**config.mk**
```make
export PLATFORM = sky130hd
export DESIGN_NAME = text_to_utf8_transcoder
export DESIGN_NICKNAME = d
export VERILOG_FILES = /design/src/rtl/core/tutf_pkg.sv /design/src/rtl/core/tutf_queue.sv /design/src/rtl/core/tutf_front.sv /design/src/rtl/core/tutf_back.sv /design/src/rtl/core/text_to_utf8_transcoder.sv
export VERILOG_INCLUDE_DIRS = /design/src /design/src/rtl/core
export SDC_FILE = /design/constraint.sdc
export NUM_CORES = 1
export LEC_CHECK = 0
export BUFFER_PORTS_ARGS = -buffer_cell sky130_fd_sc_hd__buf_2
export CORE_ASPECT_RATIO = 0.5
export CORE_UTILIZATION = 60
export CTS_BUF_LIST = sky130_fd_sc_hd__clkbuf_8
export CTS_CLUSTER_DIAMETER = 30
export CTS_CLUSTER_SIZE = 14
export DETAILED_ROUTE_END_ITERATION = 7
export PLACE_DENSITY_LB_ADDON = 0.3
export SLEW_MARGIN = 10
export SYNTH_ARGS = -nofsm -noshare
export SYNTH_HDL_FRONTEND = slang
export SYNTH_SLANG_ARGS = --single-unit
```
**constraint.sdc**
```tcl
create_clock -name clk -period 6.1 [get_ports clk]
set_input_delay 0.61 -clock clk [delete_from_list [all_inputs] [get_ports clk]]
set_output_delay 0.61 -clock clk [all_outputs]
set_load 0.01 [all_outputs]
```
**src/rtl/core/text_to_utf8_transcoder_defines.svh**
```systemverilog
// Assertion macros shared by the transcoder RTL.
// Depends on a clock named clk and an active-low reset named arst_n in the using module.
`ifndef TEXT_TO_UTF8_TRANSCODER_DEFINES_SVH
`define TEXT_TO_UTF8_TRANSCODER_DEFINES_SVH
`ifndef NO_ASSERTIONS
// property must hold at every rising clock edge outside reset
`define TUTF_ASSERT(lbl, prop, msg) \
	lbl: assert property (@(posedge clk) disable iff (!arst_n) prop) else $error(msg);
// condition must never be seen outside reset
`define TUTF_NEVER(lbl, cond, msg) \
	lbl: assert property (@(posedge clk) disable iff (!arst_n) !(cond)) else $error(msg);
`else
`define TUTF_ASSERT(lbl, prop, msg)
`define TUTF_NEVER(lbl, cond, msg)
`endif
`endif

```
**src/rtl/core/tutf_pkg.sv**
```systemverilog
// Types, constants and UTF-8 encode helpers for the text to UTF-8 transcoder.
// No dependencies; used by every module of the block.
package tutf_pkg;

	// default depth of the job queue between front and back
	localparam int TUTF_QUEUE_DEPTH = 4;

	// encoding selector values carried by the body start byte
	localparam logic [7:0] ENC_LATIN1    = 8'h00;
	localparam logic [7:0] ENC_UTF16_BOM = 8'h01;
	localparam logic [7:0] ENC_UTF16_BE  = 8'h02;
	localparam logic [7:0] ENC_UTF8      = 8'h03;

	// byte-order mark bytes
	localparam logic [7:0] BOM_FE = 8'hFE;
	localparam logic [7:0] BOM_FF = 8'hFF;

	// surrogate handling: high surrogates have this top-6-bit prefix
	localparam logic [5:0]  SURR_HIGH_PREFIX = 6'b110110;
	// 0x10000 - 0xDC00, folded into the pair combine
	localparam logic [20:0] PAIR_OFFSET = 21'h002400;

	// whitespace codes folded to space
	localparam logic [7:0] CH_TAB   = 8'h09;
	localparam logic [7:0] CH_LF    = 8'h0A;
	localparam logic [7:0] CH_CR    = 8'h0D;
	localparam logic [7:0] CH_SPACE = 8'h20;

	// input word
	typedef struct packed {
		logic [7:0] data_byte;
		logic       body_start;
		logic       body_end;
	} text_word_t;

	// output word
	typedef struct packed {
		logic [7:0] out_byte;
		logic       run_last;
	} utf_word_t;

	// one queued job: up to four UTF-8 bytes, bytes[0] goes out first
	typedef struct packed {
		logic [3:0][7:0] bytes;
		logic [2:0]      count;
	} job_t;

	// tab, CR and LF become space
	function automatic logic [7:0] fold_ws(input logic [7:0] b);
		logic [7:0] r;
		r = b;
		if (b == CH_TAB || b == CH_LF || b == CH_CR) begin
			r = CH_SPACE;
		end
		return r;
	endfunction

	// a single raw byte as a job
	function automatic job_t raw_job(input logic [7:0] b);
		job_t j;
		j = '0;
		j.count    = 3'd1;
		j.bytes[0] = fold_ws(b);
		return j;
	endfunction

	// UTF-8 encode of a code point; zero yields an empty job
	function automatic job_t encode_code(input logic [20:0] cp);
		job_t j;
		j = '0;
		if (cp == '0) begin
			j.count = 3'd0;
		end else if (cp < 21'h80) begin
			j = raw_job(cp[7:0]);
		end else if (cp < 21'h800) begin
			j.count    = 3'd2;
			j.bytes[0] = {3'b110, cp[10:6]};
			j.bytes[1] = {2'b10, cp[5:0]};
		end else if (cp < 21'h10000) begin
			j.count    = 3'd3;
			j.bytes[0] = {4'b1110, cp[15:12]};
			j.bytes[1] = {2'b10, cp[11:6]};
			j.bytes[2] = {2'b10, cp[5:0]};
		end else begin
			j.count    = 3'd4;
			j.bytes[0] = {5'b11110, cp[20:18]};
			j.bytes[1] = {2'b10, cp[17:12]};
			j.bytes[2] = {2'b10, cp[11:6]};
			j.bytes[3] = {2'b10, cp[5:0]};
		end
		return j;
	endfunction

endpackage

```
**src/rtl/core/tutf_queue.sv**
```systemverilog
// Small register FIFO of encode jobs between the front and back ends.
// Depends on tutf_pkg and the assertion macro header.
`include "text_to_utf8_transcoder_defines.svh"
module tutf_queue #(
	parameter int DEPTH = tutf_pkg::TUTF_QUEUE_DEPTH
) (
	input  logic          clk,
	input  logic          arst_n,
	input  logic          push,
	input  tutf_pkg::job_t push_job,
	output logic          full,
	input  logic          pop,
	output logic          head_valid,
	output tutf_pkg::job_t head_job
);
	import tutf_pkg::*;

	localparam int PTR_W = (DEPTH > 1) ? $clog2(DEPTH) : 1;
	localparam int CNT_W = $clog2(DEPTH + 1);

	job_t             slot_q [DEPTH];
	logic [PTR_W-1:0] wr_ptr_q;
	logic [PTR_W-1:0] rd_ptr_q;
	logic [CNT_W-1:0] count_q;

	function automatic logic [PTR_W-1:0] bump(input logic [PTR_W-1:0] p);
		return (p == PTR_W'(DEPTH - 1)) ? '0 : p + PTR_W'(1);
	endfunction

	assign full       = (count_q == CNT_W'(DEPTH));
	assign head_valid = (count_q != '0);
	assign head_job   = slot_q[rd_ptr_q];

	// payload store
	always_ff @(posedge clk) begin
		if (push) begin
			slot_q[wr_ptr_q] <= push_job;
		end
	end

	// pointers and fill count
	always_ff @(posedge clk or negedge arst_n) begin
		if (!arst_n) begin
			wr_ptr_q <= '0;
			rd_ptr_q <= '0;
			count_q  <= '0;
		end else begin
			if (push) begin
				wr_ptr_q <= bump(wr_ptr_q);
			end
			if (pop) begin
				rd_ptr_q <= bump(rd_ptr_q);
			end
			if (push && !pop) begin
				count_q <= count_q + CNT_W'(1);
			end else if (pop && !push) begin
				count_q <= count_q - CNT_W'(1);
			end
		end
	end

	`TUTF_NEVER(a_push_when_full, push && full && !pop, "job queue overflow")
	`TUTF_NEVER(a_pop_when_empty, pop && !head_valid, "job queue underflow")

endmodule

```
**src/rtl/core/tutf_front.sv**
```systemverilog
// Front end: accepts text words, tracks body/encoding state, builds UTF-8 jobs.
// Depends on tutf_pkg and the assertion macro header.
`include "text_to_utf8_transcoder_defines.svh"
module tutf_front (
	input  logic                clk,
	input  logic                arst_n,
	input  logic                text_valid,
	output logic                text_stall,
	input  tutf_pkg::text_word_t text_word,
	input  logic                q_full,
	output logic                q_push,
	output tutf_pkg::job_t      q_job
);
	import tutf_pkg::*;

	typedef enum logic [1:0] {
		MODE_STOPPED,
		MODE_LATIN1,
		MODE_UTF8,
		MODE_UTF16
	} mode_t;

	mode_t       mode_q, mode_n;
	logic        big_q, big_n;
	logic        half_q, half_n;
	logic [7:0]  held_q, held_n;
	logic        mark_q, mark_n;
	logic        hv_q, hv_n;
	logic [15:0] hu_q, hu_n;
	job_t        job;
	logic [7:0]  b;
	logic [15:0] unit;
	logic        is_mark;
	logic [20:0] pair_cp;
	logic        accept;

	assign b          = text_word.data_byte;
	assign text_stall = q_full;
	assign accept     = text_valid && !text_stall;
	assign q_push     = accept && (job.count != 3'd0);
	assign q_job      = job;

	// unit assembly and surrogate combine
	assign unit    = big_q ? {held_q, b} : {b, held_q};
	assign is_mark = mark_q && ((held_q == BOM_FE && b == BOM_FF) ||
		(held_q == BOM_FF && b == BOM_FE));
	assign pair_cp = {1'b0, hu_q[9:0], 10'b0} + {5'b0, unit} + PAIR_OFFSET;

	// next state and job for the word on the port
	always_comb begin
		mode_n = mode_q;
		big_n  = big_q;
		half_n = half_q;
		held_n = held_q;
		mark_n = mark_q;
		hv_n   = hv_q;
		hu_n   = hu_q;
		job    = '0;
		if (text_word.body_start) begin
			half_n = 1'b0;
			hv_n   = 1'b0;
			case (b)
				ENC_LATIN1: mode_n = MODE_LATIN1;
				ENC_UTF8:   mode_n = MODE_UTF8;
				default:    mode_n = MODE_UTF16;
			endcase
			big_n  = (b == ENC_UTF16_BE);
			mark_n = (b == ENC_UTF16_BOM);
		end else begin
			case (mode_q)
				MODE_LATIN1: begin
					if (b == 8'h00) begin
						mode_n = MODE_STOPPED;
					end else begin
						job = encode_code({13'b0, b});
					end
				end
				MODE_UTF8: begin
					if (b == 8'h00) begin
						mode_n = MODE_STOPPED;
					end else begin
						job = raw_job(b);
					end
				end
				MODE_UTF16: begin
					if (!half_q) begin
						held_n = b;
						half_n = 1'b1;
					end else begin
						half_n = 1'b0;
						mark_n = 1'b0;
						if (is_mark) begin
							big_n = (held_q == BOM_FE);
						end else if (hv_q) begin
							hv_n = 1'b0;
							job  = encode_code(pair_cp);
						end else if (unit == 16'h0000) begin
							mode_n = MODE_STOPPED;
						end else if (unit[15:10] == SURR_HIGH_PREFIX) begin
							hu_n = unit;
							hv_n = 1'b1;
						end else begin
							job = encode_code({5'b0, unit});
						end
					end
				end
				default: begin
					mode_n = MODE_STOPPED;
				end
			endcase
		end
		// a high surrogate left open at body end goes out alone
		if (text_word.body_end) begin
			if (mode_n == MODE_UTF16 && hv_n) begin
				job = encode_code({5'b0, hu_n});
			end
			mode_n = MODE_STOPPED;
		end
		// stopping drops any partial unit, mark check or pending surrogate
		if (mode_n == MODE_STOPPED) begin
			half_n = 1'b0;
			mark_n = 1'b0;
			hv_n   = 1'b0;
		end
	end

	// body state
	always_ff @(posedge clk or negedge arst_n) begin
		if (!arst_n) begin
			mode_q <= MODE_STOPPED;
			big_q  <= 1'b0;
			half_q <= 1'b0;
			held_q <= '0;
			mark_q <= 1'b0;
			hv_q   <= 1'b0;
			hu_q   <= '0;
		end else if (accept) begin
			mode_q <= mode_n;
			big_q  <= big_n;
			half_q <= half_n;
			held_q <= held_n;
			mark_q <= mark_n;
			hv_q   <= hv_n;
			hu_q   <= hu_n;
		end
	end

	`TUTF_ASSERT(a_stopped_clean, mode_q == MODE_STOPPED |-> !half_q && !hv_q && !mark_q,
		"stopped body still holds decode state")
	`TUTF_ASSERT(a_held_is_high, hv_q |-> hu_q[15:10] == SURR_HIGH_PREFIX,
		"pending unit is not a high surrogate")

endmodule

```
**src/rtl/core/tutf_back.sv**
```systemverilog
// Back end: walks the bytes of each queued job into the output register.
// Depends on tutf_pkg and the assertion macro header.
`include "text_to_utf8_transcoder_defines.svh"
module tutf_back (
	input  logic               clk,
	input  logic               arst_n,
	input  logic               q_valid,
	input  tutf_pkg::job_t     q_job,
	output logic               q_pop,
	output logic               utf_valid,
	input  logic               utf_stall,
	output tutf_pkg::utf_word_t utf_word
);
	import tutf_pkg::*;

	logic [1:0] idx_q;
	logic       valid_q;
	utf_word_t  word_q;
	logic       load;
	logic       last;

	// output register takes a new byte when empty or being drained
	assign load      = q_valid && (!valid_q || !utf_stall);
	assign last      = ({1'b0, idx_q} == q_job.count - 3'd1);
	assign q_pop     = load && last;
	assign utf_valid = valid_q;
	assign utf_word  = word_q;

	// byte index and output valid
	always_ff @(posedge clk or negedge arst_n) begin
		if (!arst_n) begin
			idx_q   <= '0;
			valid_q <= 1'b0;
		end else begin
			if (load) begin
				idx_q <= last ? 2'd0 : idx_q + 2'd1;
			end
			if (load) begin
				valid_q <= 1'b1;
			end else if (!utf_stall) begin
				valid_q <= 1'b0;
			end
		end
	end

	// output payload
	always_ff @(posedge clk) begin
		if (load) begin
			word_q.out_byte <= q_job.bytes[idx_q];
			word_q.run_last <= last;
		end
	end

	`TUTF_ASSERT(a_mid_job_has_head, idx_q != 2'd0 |-> q_valid,
		"job queue emptied in the middle of a job")

endmodule

```
**src/rtl/core/text_to_utf8_transcoder.sv**
```systemverilog
// Top level of the text body to UTF-8 transcoder.
// Depends on tutf_pkg, tutf_front, tutf_queue and tutf_back.
//
// Usage:
//   text channel: one body byte per word (data_byte, body_start, body_end).
//     The word flagged body_start carries the encoding selector: 0 Latin-1,
//     3 UTF-8, 1 UTF-16 with optional byte-order mark, 2 UTF-16 big-endian,
//     anything else UTF-16 little-endian.
//   utf channel: one UTF-8 byte per word; run_last marks the last byte
//     produced by one input word. Words producing nothing send nothing.
//   Path: an accepted input word's job is written into the queue at the
//     accepting edge; its bytes then go on to the output register.
//   Throughput: one input word per cycle while the job queue has room; the
//     output register sends one byte per cycle while utf_stall is low and sets
//     the sustained rate; a word yields 0 to 4 UTF-8 bytes.
//   Stall: a stall on the utf channel holds the output register; the queue
//     of QUEUE_DEPTH jobs keeps taking input until it fills, then text_stall
//     rises.
//   Reset: arst_n clears the body state (no body open), the queue and the
//     output valid; bytes before the first body_start are ignored.
module text_to_utf8_transcoder #(
	parameter int QUEUE_DEPTH = tutf_pkg::TUTF_QUEUE_DEPTH
) (
	input  logic                clk,
	input  logic                arst_n,
	input  logic                text_valid,
	output logic                text_stall,
	input  tutf_pkg::text_word_t text_word,
	output logic                utf_valid,
	input  logic                utf_stall,
	output tutf_pkg::utf_word_t utf_word
);
	import tutf_pkg::*;

	logic q_full;
	logic q_push;
	job_t q_push_job;
	logic q_pop;
	logic q_head_valid;
	job_t q_head_job;

	// decode and classify
	tutf_front u_front (
		.clk        (clk),
		.arst_n     (arst_n),
		.text_valid (text_valid),
		.text_stall (text_stall),
		.text_word  (text_word),
		.q_full     (q_full),
		.q_push     (q_push),
		.q_job      (q_push_job)
	);

	// job queue
	tutf_queue #(
		.DEPTH (QUEUE_DEPTH)
	) u_queue (
		.clk        (clk),
		.arst_n     (arst_n),
		.push       (q_push),
		.push_job   (q_push_job),
		.full       (q_full),
		.pop        (q_pop),
		.head_valid (q_head_valid),
		.head_job   (q_head_job)
	);

	// byte serializer
	tutf_back u_back (
		.clk       (clk),
		.arst_n    (arst_n),
		.q_valid   (q_head_valid),
		.q_job     (q_head_job),
		.q_pop     (q_pop),
		.utf_valid (utf_valid),
		.utf_stall (utf_stall),
		.utf_word  (utf_word)
	);

endmodule

```
# --- Word level (Yosys, flattened, before mapping) ---
# Memory sizes are Yosys's and may differ from the RTL's.
# Index checks and enable logic that the tools add are counted.
totals:
  word_cells: 185
  ram_bits: 140
  mem_count: 1
  regBits: 49
  input_bits: 14
  out_inout_bits: 11
mem_list:
  columns: ["memory", "words", "word_bits", "read_ports", "rd_ports_with_merged_regs", "wr", "line", "rtl"]
  rows:
  - ["u_queue.slot_q", 4, 35, 1, 0, 1, "tutf_queue.sv:21", "job_t slot_q [DEPTH];"]
op_classes:
  bitwise: 2
  n_mux: 79
  reduce_logical: 43
  addsub: 8
  magnitude_cmp: 9
  n_eq_ne: 29
op_table:
  columns: ["cell", "n"]
  rows:
  - ["$mux W35", 10]
  - ["$mux W16", 9]
  - ["$pmux W35 S3", 1]
  - ["$eq A8 B4 Y1 const B", 12]
  - ["$mux W8", 8]
  - ["$mux W27", 2]
  - ["$mux W19", 2]
  - ["$mux W17", 2]
  - ["$eq A8 B8 Y1 const B", 4]
  - ["$logic_not A16 Y1", 2]
  - ["$lt A16 B12 Y1 const B", 2]
  - ["$lt A16 B8 Y1 const B", 2]
  - ["$mux W32", 1]
  - ["$mux W25", 1]
  - ["$mux W1", 24]
  - ["$mux W24", 1]
  - ["$add A20 B16 Y21", 1]
  - ["$add A21 B14 Y21 const B", 1]
  - ["$logic_not A21 Y1", 1]
  - ["$lt A21 B12 Y1 const B", 1]
  - ["$lt A21 B17 Y1 const B", 1]
  - ["$lt A21 B8 Y1 const B", 1]
  - ["$mux W2", 10]
  - ["$bmux W8 S2", 1]
  - ["other kinds (28)", 70]

# --- Logic depth before layout (Yosys ltp) ---
logic_depth:
  ltp_word: 23
  mapped_depth: 23
  depth_no_buf: 19

# --- Cells and area by module ---
# From an unflattened synthesis, not the netlist that was laid out.
unflattened:
  hier_cells: 836
  hier_area_um2: 10348.7
modules_own_cells:
  columns: ["module", "seq_area_each_um2", "area_each_um2", "cells_per_inst", "n_inst"]
  rows:
  - ["tutf_queue", 4379.2, 5522.8, 220, 1]
  - ["tutf_front", 750.7, 4115.2, 576, 1]
  - ["tutf_back", 345.3, 710.7, 40, 1]

# --- Least setup slack after synthesis ---
# Ideal clock, no wire load.
synth_timing:
  path_type: "reg2reg"
  from: "reg u_front.big_q"
  to: "mem u_queue.slot_q[0][0] (netlist name), enable pin"
  n_path_buf: 4
  stages_incl_launch_ff: 17
  slack_ns: 1.030
  arrival_ns: 4.679
  setup_ns: 0.391
  period_less_slack_ns: 5.070
  required_ns: 5.709
  path_cell_list: "dfrtp_1 buf_6 buf_6 buf_2 clkbuf_1 mux2_2 ha_1 inv_1 fa_1 nor2b_1 o21a_1 o211ai_2 xnor2_1 nor4_4 o211ai_1 a22o_1 and2_1"
synth_via:
  elab_chain_len: 19
  elab_cells_between_ends: 58
  cone_classes: "add/sub (2); order compare (7); eq/ne (2); mux (41); reduce/logical (6)"
synth_rtl:
  columns: ["item", "line", "rtl"]
  rows:
  - ["start, declared", "tutf_front.sv:24", "logic big_q, big_n;"]
  - ["start signal, assigned", "tutf_front.sv:139", "big_q <= big_n;"]
  - ["$mux W16 (*)", "tutf_front.sv:44", "assign unit = big_q ? {held_q, b} : {b, held_q};"]
  - ["$add A20 B16 Y21 or $eq A6 B6 Y1 (tied branches)", "tutf_front.sv:47, tutf_front.sv:99", null]
  - ["$add A21 B14 Y21 or $mux W16 (tied branches)", "tutf_front.sv:47, tutf_front.sv:99", null]
  - ["$lt A21 B17 Y1 or $mux W16 (tied branches)", "tutf_pkg.sv:79, tutf_front.sv:97", null]
  - ["$mux W25 or $mux W16 (tied branches)", "tutf_pkg.sv:79, tutf_front.sv:94", null]
  - ["$mux W19 or $mux W16 (tied branches)", "tutf_pkg.sv:75, tutf_front.sv:92", null]
  - ["$mux W35 or $mux W16 (tied branches)", "tutf_pkg.sv:73, tutf_front.sv:86", null]
  - ["$mux W3 or $mux W16 (tied branches)", "tutf_pkg.sv:71, tutf_front.sv:70", null]
  - ["(+4 left out)", null, null]
  - ["$mux W35 or $mux W3 (tied branches)", "tutf_front.sv:59, tutf_pkg.sv:71", null]
  - ["$mux W35", "tutf_front.sv:114", "if (mode_n == MODE_UTF16 && hv_n) begin"]
  - ["$mux W35 (*)", "tutf_front.sv:113", "if (text_word.body_end) begin"]
  - ["$reduce_bool A3 Y1 (*)", "tutf_front.sv:40", "assign q_push = accept && (job.count != 3'd0);"]
  - ["$logic_and A1 B1 Y1 (*)", "tutf_front.sv:40", null]
  - ["net q_push", "text_to_utf8_transcoder.sv:36", "logic q_push;"]
  - ["$mux W1 (*)", "tutf_queue.sv:36", "if (push) begin"]
  - ["$mux W1 (not written as such) (*)", "tutf_queue.sv:37", "slot_q[wr_ptr_q] <= push_job;"]
  - ["end, declared", "tutf_queue.sv:21", null]
# Mark *: on every way through the listed nets, which the timed path passes. The rest lies on a longest branch.

# --- Worst setup path in the final report ---
layout_timing:
  from: "reg u_front.big_q"
  to: "reg u_queue.count_q[2]"
layout_via:
  elab_chain_len: 20
  elab_cells_between_ends: 61
  cone_classes: "add/sub (2); order compare (7); eq/ne (2); mux (40); reduce/logical (10)"
layout_rtl:
  columns: ["item", "line", "rtl"]
  rows:
  - ["$mux W16 (*)", "tutf_front.sv:44", null]
  - ["$add A20 B16 Y21 or $eq A6 B6 Y1 (tied branches)", "tutf_front.sv:47, tutf_front.sv:99", null]
  - ["$add A21 B14 Y21 or $mux W16 (tied branches)", "tutf_front.sv:47, tutf_front.sv:99", null]
  - ["$lt A21 B17 Y1 or $mux W16 (tied branches)", "tutf_pkg.sv:79, tutf_front.sv:97", null]
  - ["$mux W25 or $mux W16 (tied branches)", "tutf_pkg.sv:79, tutf_front.sv:94", null]
  - ["$mux W19 or $mux W16 (tied branches)", "tutf_pkg.sv:75, tutf_front.sv:92", null]
  - ["$mux W35 or $mux W16 (tied branches)", "tutf_pkg.sv:73, tutf_front.sv:86", null]
  - ["$mux W3 or $mux W16 (tied branches)", "tutf_pkg.sv:71, tutf_front.sv:70", null]
  - ["(+5 left out)", null, null]
  - ["$mux W35", "tutf_front.sv:114", null]
  - ["$mux W35 (*)", "tutf_front.sv:113", null]
  - ["$reduce_bool A3 Y1 (*)", "tutf_front.sv:40", null]
  - ["$logic_and A1 B1 Y1 (*)", "tutf_front.sv:40", null]
  - ["net q_push", "text_to_utf8_transcoder.sv:36", null]
  - ["$logic_not A1 Y1", "tutf_queue.sv:56", "end else if (pop && !push) begin"]
  - ["$logic_and A1 B1 Y1", "tutf_queue.sv:56", null]
  - ["$reduce_bool A2 Y1 (no source line)", null, null]
  - ["end signal, assigned", "tutf_queue.sv:55", "count_q <= count_q + CNT_W'(1);"]
  - ["end signal, assigned", "tutf_queue.sv:57", "count_q <= count_q - CNT_W'(1);"]
  - ["end, declared", "tutf_queue.sv:24", "logic [CNT_W-1:0] count_q;"]
# Marks and branches as above.
# A chain may end at the register's enable or synchronous reset.

==> reports/metrics.yaml <==
run_status:
  status: "finished, final reports clean"
synth:
  avgSynthCellArea_um2: 12.4
  syn-num-nets: 835
  ys_types: 91
  synth_edf_count: 133
  synth-seq-area-share: 0.508
  yosys_warnings: 0
  synthAdderAreaFrac: 0.0333
  synthXorXnorAreaFrac: 0.0116
  syn_inst: 796
  synth_flop_cell: "edfxtp_1"
  yosysTopAreaCellShare: 0.406
  synthesis.area_um2: 9830
  synth_area_leaders: "edfxtp_1 41%, dfrtp_1 10%, mux4_2 8.7%, ha_1 2.9%, nor2_1 2.6%"
  synth_compound_area_frac: 0.143
  synth_seq_cells: 173
  synth_area_leader_cell: "edfxtp_1"
  async_reset_ff_frac: 0.231
  synth_top_family_by_area: "compound AO/OA/AOI/OAI gates"
  synth_mux_area_frac: 0.140
  synth-simple-area-share: 0.124
place:
  dpl.hpwl_mm: 21.2
  gp_congestion: 1.03
  io_buffers: 24
floorplan:
  io_pins: 25
  fp.dieH_um: 92.5
  core_area_um2: 15700
  start_util: 0.627
  fp-row-count: 32
  die_w_um: 183
  die-area_um2: 16900
global_route:
  grt_start_max_net_pins: 41
  overflow: 0
  grt_pass1_wl_mm: 43.8
  antenna_found_initial: 1
  grt_pass1_vias: 7000
  track_usage: 0.363
worst_setup_path:
  worst-setup-path-type: "register to register"
  startpoint_type: "register"
  r2r_slack_ns: 0.70
  end_kind: "register"
  critPathRequiredTime_ns: 6.48
  arrival_ns: 5.77
  path_max_fanout: 29
sta:
  slew_violations: 0
  finalSetupViolCount: 0
  min_period_over_period: 0.885
  fin_worst_skew_ns: 0.0336
  rsz0062_at_grt: "false"
  final.min_clock_period_ns: 5.40
  worst_slew_pin_slew_ns: 1.01
  relSlewSlack: 0.308
  timing.fmax_mhz: 185
  tns_ns: 0
  hold_violations: 0
pwr:
  power.leakage_nw: 3.80
  pwr_density_cell_nw_per_um2: 326
  ir_worst_vdd_uv: 338
clock_tree:
  cts_resized: 0
  root_buffer: "clkbuf_8"
  clock_latency_ns: 0.48
  hold_buffers: 0
  cts-htree-levels: 4
  clkTransAtPathRegs_ns: 0.12
  cts_setup_buffers: 0
  cts_tree: "built"
  cts_buffer_depth: 2
  cts_buffers: 17
  clock-sinks: 173
final_layout:
  syn_to_final_growth_pct: 6.09
  drive_gt1_frac: 0.206
  final_util: 0.665
  multi_input_area_um2: 4440
  layout_common_cells: "133 x edfxtp_1, 68 x nor2_1, 50 x o21ai_0"
  diodes: 0
  nets: 845
  register_area_um2: 5000
  n_fill_cell: 1171
  layout_commonest_cell: "edfxtp_1"
job:
  max_cap_viol_count: 0
route:
  drtIter0Drc: 1027
  wire_per_inst_um: 28.2
  firstDrtPassIters: 5
  ant_nets: 0
  vias_per_cell: 7.05
  vias: 7335
  wl_mm: 29.3
  drc_errors: 0
min_path:
  hold_path.class: "input port to async pin"
==> cells by family after synthesis <==
group	Yosys count
simple gates	227
compound gates	199
flops	173
mux	85
buf+inv	74
fa+ha+maj	25
xor+xnor	13
==> worst max-delay path: stages (launching register included) <==
cell and delay (ns):
dfrtp_1 0.62, buf_4 0.39, mux2_2 0.39, ha_1 0.27, ha_1 0.40, nand2_2 0.09
o31ai_4 0.37, mux2i_1 0.37, o2111a_1 0.36, a41oi_1 0.21, o211ai_1 0.19, a22o_1 0.37
ha_1 0.27, inv_1 0.08, fa_1 0.38, xor2_1 0.17, nor2_1 0.14, xor2_1 0.19
==> sequential cells by signal, indices dropped and copies added, names as in the netlist <==
| register | cells |
|---|---|
| u_back.idx_q | 2 |
| u_back.utf_valid | 1 |
| u_back.utf_word | 9 |
| u_front.big_q | 1 |
| u_front.half_q | 1 |
| u_front.held_q | 8 |
| u_front.hu_q | 16 |
| u_front.hv_q | 1 |
| u_front.mark_q | 1 |
| u_front.mode_q | 2 |
| u_queue.count_q | 3 |
| u_queue.rd_ptr_q | 2 |
| u_queue.slot_q | 124 |
| u_queue.wr_ptr_q | 2 |
==> power breakdown <==
group          switching [W]  internal (W)  leakage [nW]
registers           0.000194       0.00139          1.84
logic               0.000538      0.000473          1.77
clock network       0.000502      0.000303         0.193
total                0.00123       0.00217          3.80
==> final timing paths <==
path                                  endpoint        startpoint  cells after the start
hold / removal                 u_front.hu_q[6]            arst_n                      1
min in group clk              u_back.utf_valid         utf_stall                      3
hold reg to reg               u_back.utf_valid  u_back.utf_valid                      2
setup reg to reg            u_queue.count_q[2]     u_front.big_q                     17
setup / recovery            u_queue.count_q[2]     u_front.big_q                     17
max in group asynchronous  u_queue.rd_ptr_q[0]            arst_n                      1
==> layout make-up <==
type	count	area share
well taps	221	0.0265
repair buffers	39	0.0223
flip-flops and latches	173	0.479
clock inverters	15	0.0150
clock buffers	17	0.0224
multi-input cells	549	0.426
inverters	26	0.00935
==> synth_stat cells (19+ instances only) <==
| cell | count |
|---|---|
| edfxtp_1 | 133 |
| nor2_1 | 68 |
| o21ai_0 | 50 |
| nand2_1 | 41 |
| dfrtp_1 | 40 |
| a21oi_1 | 38 |
| mux4_2 | 38 |
| inv_1 | 26 |
| clkbuf_1 | 23 |
| ha_1 | 23 |
| mux2_2 | 22 |
| mux2i_1 | 21 |
| nand3_1 | 19 |
==> routing by layer <==
metal,up-vias,wire (um),global-route usage
met5,-,13,0
met4,2,988,0.135
met3,87,3260,0.0727
met2,513,12900,0.542
met1,3606,12200,0.526
li1,3127,-,-
==> metrics by stage <==
| step | power [W] | setup slack [ns] | instance area (um^2) | hold slack, ns | instances |
|---|---|---|---|---|---|
| after floorplan | 0.00226 | 1.03 | 9830 | 0.314 | 796 |
| after global placement | 0.00255 | 1.01 | 10000 | 0.467 | 1008 |
| after detailed placement | 0.00260 | 0.860 | 10000 | 0.477 | 1008 |
| after CTS | 0.00340 | 0.768 | 10400 | 0.288 | 1040 |
| after global routing | 0.00353 | 0.427 | 10400 | 0.352 | 1040 |
| final | 0.00340 | 0.704 | 10400 | 0.277 | 1040 |
Note: power is estimated with default switching activity, not from simulation.
